File: config.mk
export PLATFORM = sky130hd
export DESIGN_NAME = bfs_iter
export DESIGN_NICKNAME = d
export VERILOG_FILES = /design/src/rtl/bfs_pkg.sv /design/src/rtl/bfs_iter.sv
export SDC_FILE = /design/constraint.sdc
export NUM_CORES = 1
export LEC_CHECK = 0
export BUFFER_PORTS_ARGS = -buffer_cell sky130_fd_sc_hd__buf_2
export CORE_ASPECT_RATIO = 1.2
export CORE_MARGIN = 2
export CORE_UTILIZATION = 50
export CTS_CLUSTER_DIAMETER = 40
export DETAILED_ROUTE_END_ITERATION = 8
export GPL_ROUTABILITY_DRIVEN = 0
export PLACE_DENSITY = 0.64
export REMOVE_ABC_BUFFERS = 1
export SLEW_MARGIN = 20
export SYNTH_ARGS = -nofsm -noshare
export SYNTH_HDL_FRONTEND = slang
export SYNTH_SLANG_ARGS = --single-unit
File: constraint.sdc
create_clock -name clk_i -period 8.6 [get_ports clk_i]
set_input_delay 0.86 -clock clk_i [delete_from_list [all_inputs] [get_ports clk_i]]
set_output_delay 0.86 -clock clk_i [all_outputs]
set_load 0.05 [all_outputs]
File: src/rtl/bfs_pkg.sv
`timescale 1ns / 1ps
package bfs_pkg;

  // Breadcrumb ring geometry
  localparam int RING_DEPTH = 256;
  localparam int RING_AW    = $clog2(RING_DEPTH);
  localparam int CNT_W      = $clog2(RING_DEPTH + 1);
  localparam int SUM_W      = RING_AW + 1;

  // Arithmetic widths
  localparam int POS_W   = 20;
  localparam int DIFF_W  = 21;
  localparam int SQ_W    = 42;
  localparam int MUL_W   = 24;
  localparam int PROD_W  = 48;
  localparam int CORD_W  = 40;
  localparam int ANG_W   = 24;
  localparam int ROOT_W  = 21;
  localparam int CORD_STEPS = 18;
  localparam int SQRT_STEPS = 21;
  localparam int STEP_W  = 5;

  // Configuration register indexes
  localparam logic [2:0] REG_NEAR       = 3'd0;
  localparam logic [2:0] REG_FAR        = 3'd1;
  localparam logic [2:0] REG_GAP        = 3'd2;
  localparam logic [2:0] REG_SPEED_GAIN = 3'd3;
  localparam logic [2:0] REG_SPEED_FLR  = 3'd4;
  localparam logic [2:0] REG_STEER_GAIN = 3'd5;

  typedef enum logic [3:0] {
    S_IDLE, S_PUSH, S_DY, S_NSQ, S_FSQ, S_SEL, S_GY, S_GSQ,
    S_CINIT, S_ITER, S_STEER, S_SPD, S_FIN, S_OUT
  } state_e;

  // Arctangent of 2^-i in units of 2^-24 turn
  function automatic logic [ANG_W-1:0] atan_lut(input logic [STEP_W-1:0] idx);
    logic [ANG_W-1:0] v;
    case (idx)
      5'd0:  v = 24'd2097152;
      5'd1:  v = 24'd1238021;
      5'd2:  v = 24'd654136;
      5'd3:  v = 24'd332050;
      5'd4:  v = 24'd166669;
      5'd5:  v = 24'd83416;
      5'd6:  v = 24'd41718;
      5'd7:  v = 24'd20860;
      5'd8:  v = 24'd10430;
      5'd9:  v = 24'd5215;
      5'd10: v = 24'd2608;
      5'd11: v = 24'd1304;
      5'd12: v = 24'd652;
      5'd13: v = 24'd326;
      5'd14: v = 24'd163;
      5'd15: v = 24'd81;
      5'd16: v = 24'd41;
      5'd17: v = 24'd20;
      default: v = 24'd0;
    endcase
    return v;
  endfunction

endpackage

File: src/rtl/bfs_iter.sv
`timescale 1ns / 1ps
// Iterative bearing (vectoring CORDIC) and integer square root, one step per cycle
module bfs_iter (
  input  logic                               clk_i,
  input  logic                               rst_ni,
  input  logic                               start_i,
  input  logic signed [bfs_pkg::DIFF_W-1:0]  dx_i,
  input  logic signed [bfs_pkg::DIFF_W-1:0]  dy_i,
  input  logic        [bfs_pkg::SQ_W-1:0]    sq_i,
  output logic                               done_o,
  output logic        [15:0]                 bearing_o,
  output logic        [bfs_pkg::ROOT_W-1:0]  root_o
);

  logic                               busy_q, busy_d;
  logic                               done_q, done_d;
  logic [bfs_pkg::STEP_W-1:0]         cnt_q, cnt_d;
  logic signed [bfs_pkg::CORD_W-1:0]  x_q, x_d, y_q, y_d, xs, ys, xi, yi;
  logic [bfs_pkg::ANG_W-1:0]          z_q, z_d, z_rnd;
  logic                               zero_q, zero_d;
  logic [bfs_pkg::SQ_W-1:0]           rem_q, rem_d, res_q, res_d, bit_q, bit_d, trial;

  assign xi    = {{3{dx_i[bfs_pkg::DIFF_W-1]}}, dx_i, 16'b0};
  assign yi    = {{3{dy_i[bfs_pkg::DIFF_W-1]}}, dy_i, 16'b0};
  assign xs    = x_q >>> cnt_q;
  assign ys    = y_q >>> cnt_q;
  assign trial = res_q + bit_q;

  // Step both iterations
  always_comb begin
    busy_d = busy_q;
    done_d = 1'b0;
    cnt_d  = cnt_q;
    x_d    = x_q;
    y_d    = y_q;
    z_d    = z_q;
    zero_d = zero_q;
    rem_d  = rem_q;
    res_d  = res_q;
    bit_d  = bit_q;
    if (start_i) begin
      busy_d = 1'b1;
      cnt_d  = '0;
      zero_d = (dx_i == '0) && (dy_i == '0);
      if (dx_i[bfs_pkg::DIFF_W-1]) begin
        x_d = -xi;
        y_d = -yi;
        z_d = 24'h800000;
      end else begin
        x_d = xi;
        y_d = yi;
        z_d = '0;
      end
      rem_d = sq_i;
      res_d = '0;
      bit_d = bfs_pkg::SQ_W'(1) << (2 * (bfs_pkg::SQRT_STEPS - 1));
    end else if (busy_q) begin
      if (cnt_q < bfs_pkg::STEP_W'(bfs_pkg::CORD_STEPS)) begin
        if (!y_q[bfs_pkg::CORD_W-1]) begin
          x_d = x_q + ys;
          y_d = y_q - xs;
          z_d = z_q + bfs_pkg::atan_lut(cnt_q);
        end else begin
          x_d = x_q - ys;
          y_d = y_q + xs;
          z_d = z_q - bfs_pkg::atan_lut(cnt_q);
        end
      end
      if (rem_q >= trial) begin
        rem_d = rem_q - trial;
        res_d = (res_q >> 1) + bit_q;
      end else begin
        res_d = res_q >> 1;
      end
      bit_d = bit_q >> 2;
      cnt_d = cnt_q + 1'b1;
      if (cnt_q == bfs_pkg::STEP_W'(bfs_pkg::SQRT_STEPS - 1)) begin
        busy_d = 1'b0;
        done_d = 1'b1;
      end
    end
  end

  always_ff @(posedge clk_i or negedge rst_ni) begin
    if (!rst_ni) begin
      busy_q <= 1'b0;
      done_q <= 1'b0;
      cnt_q  <= '0;
    end else begin
      busy_q <= busy_d;
      done_q <= done_d;
      cnt_q  <= cnt_d;
    end
  end

  always_ff @(posedge clk_i) begin
    x_q    <= x_d;
    y_q    <= y_d;
    z_q    <= z_d;
    zero_q <= zero_d;
    rem_q  <= rem_d;
    res_q  <= res_d;
    bit_q  <= bit_d;
  end

  // Round to 2^-16 turn
  assign z_rnd     = z_q + 24'd128;
  assign bearing_o = zero_q ? 16'd0 : z_rnd[23:8];
  assign root_o    = res_q[bfs_pkg::ROOT_W-1:0];
  assign done_o    = done_q;

endmodule

==> impl.org, run 1 <==
** STA
- Final period utilization :: 89.2%
- Setup violations remaining at the end of the flow were counted as 0.
- Clk_skew :: 0.0246 ns
- Fmax :: 0.130 GHz
- The number of failing hold endpoints at the final stage came to 0.
- Setup repair after global routing left no endpoint under its margin.
- Slew @ Worst Pin :: 1.00 ns
- Final-report max-slew violation count :: 0
- The worst path needs 7.68 ns of the cycle, external delays included.
- Headroom to the max-slew limit came out at 31.4%.

** Global routing
- Met1 usage :: 36.5%
- Number of antenna violations at the first check in global routing :: 0
- In the global route stage, met2 resource usage came out at 52.8%.
- Via count of the first global-routing pass :: 27146
- Layer carrying the most global-route usage :: met2
- The first global-routing pass estimated 149 mm of wire.
- Global routing finished with a remaining overflow of 0.
- Entering global routing, the biggest net connects 177 pins.
- For met3 alone, demand over resource in global routing was 6.40%.
- Global routing used 31.3% of the available tracks.

** Worst setup path
- Data on the critical path is required at its endpoint by 9.05 ns.
- CP max FO :: 67
- Among cell families on the critical path, the largest total delay comes from compound AO/OA/AOI/OAI gates.
- Startpoint class of the critical path :: flip-flop
- The largest single stage delay on the critical path is 0.99 ns.
- The number of buffers and inverters on the critical path is 3.
- Register-to-Register Setup Slack :: 0.92 ns
- STA classifies the critical path endpoint as a flip-flop.
- The worst register-to-register path begins at cnt_q[2].
- In this run the worst setup path begins at cnt_q[2].
- Data arrival time of the critical path :: 8.13 ns
- Slowest CP cell :: sky130_fd_sc_hd__dfrtp_4
- The critical path is of the reg2reg type.
- Worst path cell trace :: inv_1 -> buf_4 -> mux4_2 -> o2bb2ai_1 -> a211oi_1 -> and4b_1 -> and3_1 -> and2_1 -> a21oi_1 -> xnor2_1 -> ha_1 -> a211oi_1 -> nand2_1 -> o311ai_0 -> buf_4 -> o31a_1 -> o2111ai_1 -> nand2_1 -> o2111ai_1 -> a221oi_1 -> xnor3_1 -> o21ai_1

** Cells and area
- Fraction of layout instances using a drive strength above 1 :: 13.5%
- Most common cell after layout, fill and taps aside :: sky130_fd_sc_hd__nor2_1
- Once layout is complete, the cells apart from fillers number 4211.
- Area grow syn2layout :: 8.88%
- Final #Nets :: 3724
- The library cells used most frequently in the layout, excluding fill and tap cells, are sky130_fd_sc_hd__nor2_1 (352), sky130_fd_sc_hd__nand2_1 (323), sky130_fd_sc_hd__a21oi_1 (251), sky130_fd_sc_hd__o21ai_0 (238), sky130_fd_sc_hd__ha_1 (202).
- Cells fill 55.0% of the core in the end.
- Number of diodes :: 0
- Non-Filler Cell Area, Final :: 31400 µm²

** Pwr
- In this run the power density over the cells is 460 nW/µm².
- IR analysis of the VDD net gives a maximum drop of 217 µV.
- For this design the static power due to leakage is 0.0126 µW.

** Yosys
- Mapped Cells :: 3426
- Yosys mapped the design onto 101 distinct sky130hd cell types.
- After synthesis the cells add up to 28800 µm².
- Counting flops and latches in the post-synthesis netlist gives 217.
- Mean instance size in the synthesized netlist :: 8.41 µm²
- Cell taking the most area after synthesis :: sky130_fd_sc_hd__edfxtp_1
- Area fraction of the dominant cell type after synthesis :: 15.3%
- During synthesis, Yosys emitted a total of 0 warnings.
- After synthesis, the cell types taking the most area are sky130_fd_sc_hd__edfxtp_1 (15%), sky130_fd_sc_hd__ha_1 (8.8%), sky130_fd_sc_hd__mux4_2 (8.1%).
- Number of enable flip-flop cells after synthesis :: 147
- For this run, asynchronously set or reset flops after synthesis account for 3.23%.
- Sequential share of the synthesized area :: 20.3%
- For this run, the leading register cell type out of synthesis is sky130_fd_sc_hd__edfxtp_1.

** Routing
- The final route contains 27829 vias.
- After detailed routing, the number of remaining DRC violations is 0.
- Wires add up to 95.0 mm.
- The first detailed-routing pass ran for 6 iterations.
- Post-detailed-route count of antenna-violating nets :: 0
- Starting DRC count in detailed routing :: 2688
- Wire length per cell :: 22.6 µm
- Vias per cell :: 6.61

** Flow run
- Number of max-cap violations :: 0

** Clock tree
- Hold_buf cts :: 0
- TritonCTS built the clock tree.
- Clock transition at the register clock pins on the worst setup and hold paths after CTS :: 0.05 ns
- After clock tree synthesis, the setup repair step added 0 buffers.
- The tree is rooted in a sky130_fd_sc_hd__clkbuf_16.
- Clock tree synthesis found a total of 217 sinks.
- The later pin in the worst-skew pair is clocked with a latency of 0.61 ns.
- CTS built an H-tree with a depth of 2.
- Number of cells upsized or downsized after cts :: 0
- Counting along the longest clock path gives a buffer depth of 3.
- Num CTS Buffers :: 53

** Die
- The die covers 59600 µm².
- Horizontal die dimension :: 223 µm
- Row count :: 96
- The floorplan step defined a core boundary enclosing 57100 µm².
- The die is 267 µm tall.
- Boundary pin count :: 125
- For this configuration, the core starts out at a cell density of 50.5%.

** Placement
- After detailed placement, the total cell area comes to 29600 µm².
- Post-Place Cells :: 4111
- Count of buffers from port buffering :: 124
- Detailed placement finished with a half-perimeter wire length of 69.6 mm.

** Hold path
- Type of the most critical hold path :: in2async

** Status
- The flow ran to the end, and the final reports show no timing, DRC or antenna violations.
per-layer routing:
layer | share of wire [%] | vias up
li1 | - | 12908
met1 | 38 | 13251
met2 | 47 | 1295
met3 | 8.4 | 375
met4 | 6.7 | 0
met5 | 0 | -
synth_stat cells, types with 20 or more instances:
cell type                  count
sky130_fd_sc_hd__nand3_1      67
sky130_fd_sc_hd__buf_4        32
sky130_fd_sc_hd__a211oi_1     30
sky130_fd_sc_hd__o22ai_1      21
sky130_fd_sc_hd__edfxtp_1    147
sky130_fd_sc_hd__buf_2        38
sky130_fd_sc_hd__and2_1       31
sky130_fd_sc_hd__a21o_1       68
sky130_fd_sc_hd__nand4_1      29
sky130_fd_sc_hd__nand2_1     324
sky130_fd_sc_hd__o211ai_1     20
sky130_fd_sc_hd__xor2_1      114
sky130_fd_sc_hd__or3_1        45
sky130_fd_sc_hd__o21ai_0     239
sky130_fd_sc_hd__nor2_1      352
sky130_fd_sc_hd__mux2i_1     145
sky130_fd_sc_hd__mux2_2       54
sky130_fd_sc_hd__dfxtp_1      63
sky130_fd_sc_hd__inv_1        83
sky130_fd_sc_hd__buf_1        27
sky130_fd_sc_hd__nand2b_1     38
sky130_fd_sc_hd__and3_1       29
sky130_fd_sc_hd__o21a_1       38
sky130_fd_sc_hd__a21oi_1     252
sky130_fd_sc_hd__o21bai_1     37
sky130_fd_sc_hd__a31oi_1      67
sky130_fd_sc_hd__clkbuf_1     97
sky130_fd_sc_hd__o31ai_1      27
sky130_fd_sc_hd__mux4_2      103
sky130_fd_sc_hd__ha_1        202
sky130_fd_sc_hd__xnor2_1     172
sky130_fd_sc_hd__a221oi_1     31
sky130_fd_sc_hd__nor3_1       61
sky130_fd_sc_hd__nor2b_1      47
sky130_fd_sc_hd__a311oi_1     20
path summary, 6_finish.rpt:
check | endpoint | cells past startpoint
setup / recovery | y_q[39] | 22
min in group clk_i | res_q[0] | 2
hold reg to reg | res_q[0] | 2
max in group asynchronous | cnt_q[3] | 1
hold / removal | busy_q | 1
setup reg to reg | y_q[39] | 22
worst register-to-register path, stage by stage (launching register included):
cell                        delay, ns
sky130_fd_sc_hd__dfrtp_4         0.99
sky130_fd_sc_hd__inv_1           0.73
sky130_fd_sc_hd__buf_4           0.43
sky130_fd_sc_hd__mux4_2          0.47
sky130_fd_sc_hd__o2bb2ai_1       0.16
sky130_fd_sc_hd__a211oi_1        0.63
sky130_fd_sc_hd__and4b_1         0.36
sky130_fd_sc_hd__and3_1          0.22
sky130_fd_sc_hd__and2_1          0.24
sky130_fd_sc_hd__a21oi_1         0.11
sky130_fd_sc_hd__xnor2_1         0.16
sky130_fd_sc_hd__ha_1            0.37
sky130_fd_sc_hd__a211oi_1        0.32
sky130_fd_sc_hd__nand2_1         0.08
sky130_fd_sc_hd__o311ai_0        0.35
sky130_fd_sc_hd__buf_4           0.21
sky130_fd_sc_hd__o31a_1          0.21
sky130_fd_sc_hd__o2111ai_1       0.23
sky130_fd_sc_hd__nand2_1         0.12
sky130_fd_sc_hd__o2111ai_1       0.20
sky130_fd_sc_hd__a221oi_1        0.41
sky130_fd_sc_hd__xnor3_1         0.38
sky130_fd_sc_hd__o21ai_1         0.14
sequential cells by signal, summed over array words and instances, names as in the netlist:
name,count
busy_q,1
x_q,40
cnt_q,5
z_q,24
bit_q,21
rem_q,42
res_q,42
done_o,1
zero_q,1
y_q,40
area by class of cell:
type / instances / area, µm²
clock buffer: 71 / 1520
clock inverter: 29 / 231
fill: 5161 / 25700
inverter: 87 / 327
multi-input combinational: 2914 / 21600
sequential: 217 / 5870
tap: 735 / 920
timing repair buffer: 158 / 935
through the flow:
stage | power (µW) | hold slack, ns | setup TNS [ns] | setup slack, ns
after floorplan | 9720 | 0.477 | -207.21 | -2.56
after global routing | 15500 | 0.105 | 0 | 0.634
after global placement | 11900 | 0.501 | 0 | 1.18
final | 14400 | 0.116 | 0 | 0.925
after detailed placement | 12100 | 0.503 | 0 | 1.10
after CTS | 14200 | 0.0976 | 0 | 1.09
kinds of logic after synthesis:
kind of cell,after synthesis,synth area share (%)
DFF,217,20.3
AOI/OAI and AO/OA,993,22.2
adders and majority gates,206,9.05
xor gates and xnor gates,287,8.77
muxes,315,16.3
buffers and inverters,295,4.97
and+or+nand+nor,1113,18.4
power breakdown:
part	total, µW	switching (µW)	leakage, µW	internal [µW]
logic	9990	5750	0.00952	4240
clock network	1960	691	0.000858	1270
registers	2470	744	0.00220	1720
No activity file was read; power rests on OpenSTA's default activity.
==> run 2, diff against run 1 <==
- RECOVER_POWER: unset -> 50
==> impl.org, run 2 (same netlist as run 1, synthesis figures left out) <==
** Routing
- Vias per cell :: 6.61 (about the same)
- Total number of vias :: 27845 (+0.057%)
- Met3 routed wirelength :: 7.77 mm (-2.7%)
- Number of detailed-routing iterations run before antenna repair :: 7 (+1)
- Post-detailed-route count of antenna-violating nets :: 0 (unchanged)
- The total wirelength of the detailed-routed design is 95.2 mm (+0.19%).
- Routed met1 length :: 36.0 mm (+0.48%)
- Starting DRC count in detailed routing :: 2847 (+5.9%)
- The highest layer touched by signal routing is met5.
- Number of DRC violations after detailed routing :: 0 (unchanged)
- Routed met2 length :: 45.1 mm (+0.34%)
- Wire length per cell :: 22.6 µm (+0.19%)

** STA
- Hold Vio Cnt, Final :: 0 (unchanged)
- Setup repair after global routing left no endpoint under its margin.
- The actual transition at the worst max-transition pin was 3.60 ns (+2.60 ns).
- The final worst-path cycle share is 90.2% (+0.90 points).
- Final worst-path setup slack :: 0.847 ns (-0.0776 ns)
- Clk_skew :: 0.0225 ns (-0.00216 ns)
- WHS :: 0.217 ns (+0.101 ns)
- Final-report max-slew violation count :: 432 (+432)
- The count of endpoints failing setup in the final report is 0 (unchanged).
- Minimum clock period :: 7.75 ns (+0.0776 ns)
- Slew HR :: -140% (-170 points)
- Fmax :: 0.129 GHz (-1.0%)

** Global routing
- The number of global-route vias before repair came to 27146 (unchanged).
- Combined global-route utilization of all metal layers :: 31.3% (unchanged)
- The global-route wire length before repair was 149 mm (unchanged).
- Grt ovf :: 0 (unchanged)
- Number of antenna violations at the first check in global routing :: 1 (+1)
- The largest net degree at the start of global routing came to 177 (unchanged).

** Worst setup path
- The delay of the slowest cell on the worst path is 0.98 ns (about the same).
- Startpoint of the worst-slack reg-to-reg timing path :: cnt_q[2]
- Data arrival time of the critical path :: 7.96 ns (-0.17 ns)
- Critical path buffer and inverter count :: 0 (-3)
- Worst EP required :: 8.81 ns (-0.24 ns)
- The signal on the critical path passes through mux4_2 -> mux2_2 -> mux2i_1 -> o221a_2 -> nand3_1 -> or4_4 -> nor4_4 -> and4bb_1 -> a31oi_1 -> o32ai_1 -> ha_1 -> and3_1 -> and3_1 -> nand2_1 -> nor2_1 -> a211o_1 -> a2111oi_0 -> o31ai_1 -> xnor2_1 -> nor2_1.
- The worst reg-to-reg path cell count is 20 (-9.1%).
- The slack of the worst reg-to-reg path came to 0.85 ns (-0.08 ns).
- Startpoint class of the critical path :: flip-flop
- Crit. path cell count :: 20 (-9.1%)
- STA classifies the critical path endpoint as a flip-flop.
- Worst reg2reg path endpoint :: x_q[39]
- Delay-heaviest family, CP :: simple AND/OR/NAND/NOR gates
- On the critical path, the stage with the largest delay is an instance of sky130_fd_sc_hd__dfrtp_4.
- CP max FO :: 67 (unchanged)
- The critical path ends at x_q[39].
- Crit path from :: cnt_q[2]
- Critical setup path kind :: reg2reg

** Die
- Initial Utilization :: 50.5% (unchanged)
- The area of the placeable core came to 57100 µm² (unchanged).
- Row count :: 96 (unchanged)
- The chip width came to 223 µm (unchanged).
- Vertical die dimension :: 267 µm (unchanged)
- The full die area was 59600 µm² (unchanged).
- The number of I/O pins came to 125 (unchanged).

** Clock tree
- The maximum buffer depth of the clock tree is 3 (unchanged).
- Num CTS Buffers :: 53 (unchanged)
- TritonCTS clock tree :: done
- Clk sinks :: 217 (unchanged)
- The number of buffers added for setup after CTS was 0 (unchanged).
- CTS placed an instance of sky130_fd_sc_hd__clkbuf_16 at the clock tree root.
- H-tree lvl count :: 2 (unchanged)
- The post-cts resize count was 0 (unchanged).
- The latest clock arrival within the worst-skew pair is 0.61 ns (about the same).
- The clock-pin slew on the worst setup and hold paths was 0.05 ns (about the same).
- Hold_buf cts :: 0 (unchanged)

** Cells and area
- Regs by FF count :: rem_q (42), res_q (42)
- Fraction of layout instances using a drive strength above 1 :: 12.1% (-1.3 points)
- Area grow syn2layout :: 8.53%
- Final #Nets :: 3724 (unchanged)
- The library cells used most frequently in the layout, excluding fill and tap cells, are sky130_fd_sc_hd__nor2_1 (352), sky130_fd_sc_hd__nand2_1 (324), sky130_fd_sc_hd__a21oi_1 (251), sky130_fd_sc_hd__o21ai_0 (238), sky130_fd_sc_hd__ha_1 (202).
- The library cell used most frequently in the layout, excluding fill and tap cells, is sky130_fd_sc_hd__nor2_1.
- Number of diodes :: 0 (unchanged)
- The number of standard cells in the final layout excluding fillers is 4211 (unchanged).
- The summed area of non-filler cells in the final layout was 31300 µm² (-0.32%).

** Hold path
- Type of the most critical hold path :: in2async

** Pwr
- The leakage power summed over all cells is 0.0124 µW (-1.5%).
- The total power came to 14400 µW (about the same).
- Switching Fraction :: 49.9% (about the same)
- The cell-internal power was 7230 µW (about the same).
- Combinational Power Share :: 69.3% (about the same)
- The part of the power in the clock network is 13.6% (about the same).
- The peak supply drop was 218 µV (+0.47%).
- Switching power :: 7200 µW (+0.15%)
- The total power divided by cell area is 461 nW/µm² (+0.42%).
- Seq pwr share :: 17.2% (about the same)

** Status
- Run status :: complete, but fails checks
- Violations in the final reports :: capacitance limit, slew limit

** Placement
- Post-Place Cells :: 4111 (unchanged)
- Placed cell areas :: 29600 µm² (unchanged)
- The half-perimeter wire length of the detailed placement result came to 69.6 mm (unchanged).
- Worst-case setup slack after placement :: 1.10 ns (unchanged)
- The total of buffers placed on input and output ports came to 124 (unchanged).

** Flow run
- Number of max-cap violations :: 7 (+7)
## run 2: worst register-to-register path: cells and delay by family (launching register included)
family / cells / cell delay, ns
and+or+nand+nor: 9 / 2.24
AOI/OAI and AO/OA: 6 / 2.13
muxes: 3 / 1.47
DFF: 1 / 0.98
adders and majority gates: 1 / 0.37
xor gates and xnor gates: 1 / 0.18
## run 2: metal layers
| layer | track usage [%] | up-vias |
|---|---|---|
| met5 | 0 | - |
| met4 | 19.4 | 2 |
| met3 | 6.40 | 404 |
| met2 | 52.8 | 1306 |
| met1 | 36.5 | 13234 |
| li1 | - | 12899 |
## run 2: layout make-up
type                    count  area (µm²)
fillers                  5191       25800
multi-input cells        2914       21600
flip-flops and latches    217        5870
clock buffers              71        1520
well taps                 735         920
repair buffers            158         851
inverters                  87         327
clock inverters            29         231
## run 2: power groups by stage
stage               clock [µW]  sequential (µW)  combinational, µW
floorplan                    0             2120               7610
global placement             0             2410               9520
detailed placement           0             2420               9730
CTS                       1990             2410               9790
global route              2050             2470              10900
finish                    1960             2480              10000
## run 2: worst min-delay path by stage
| stage | to |
|---|---|
| 6_report | busy_q |
| 5_1_grt | busy_q |
| 4_1_cts | busy_q |
| 3_5_place_dp | res_q[0] |
| 3_3_place_gp | res_q[0] |
| 2_1_floorplan | res_q[41] |
## run 2: metrics by stage
step,TNS [ns],utilization (%)
2_1_floorplan,-207.21,-
3_3_place_gp,0,51.9
3_5_place_dp,0,51.9
4_1_cts,0,55.0
5_1_grt,0,54.8
6_report,0,54.8
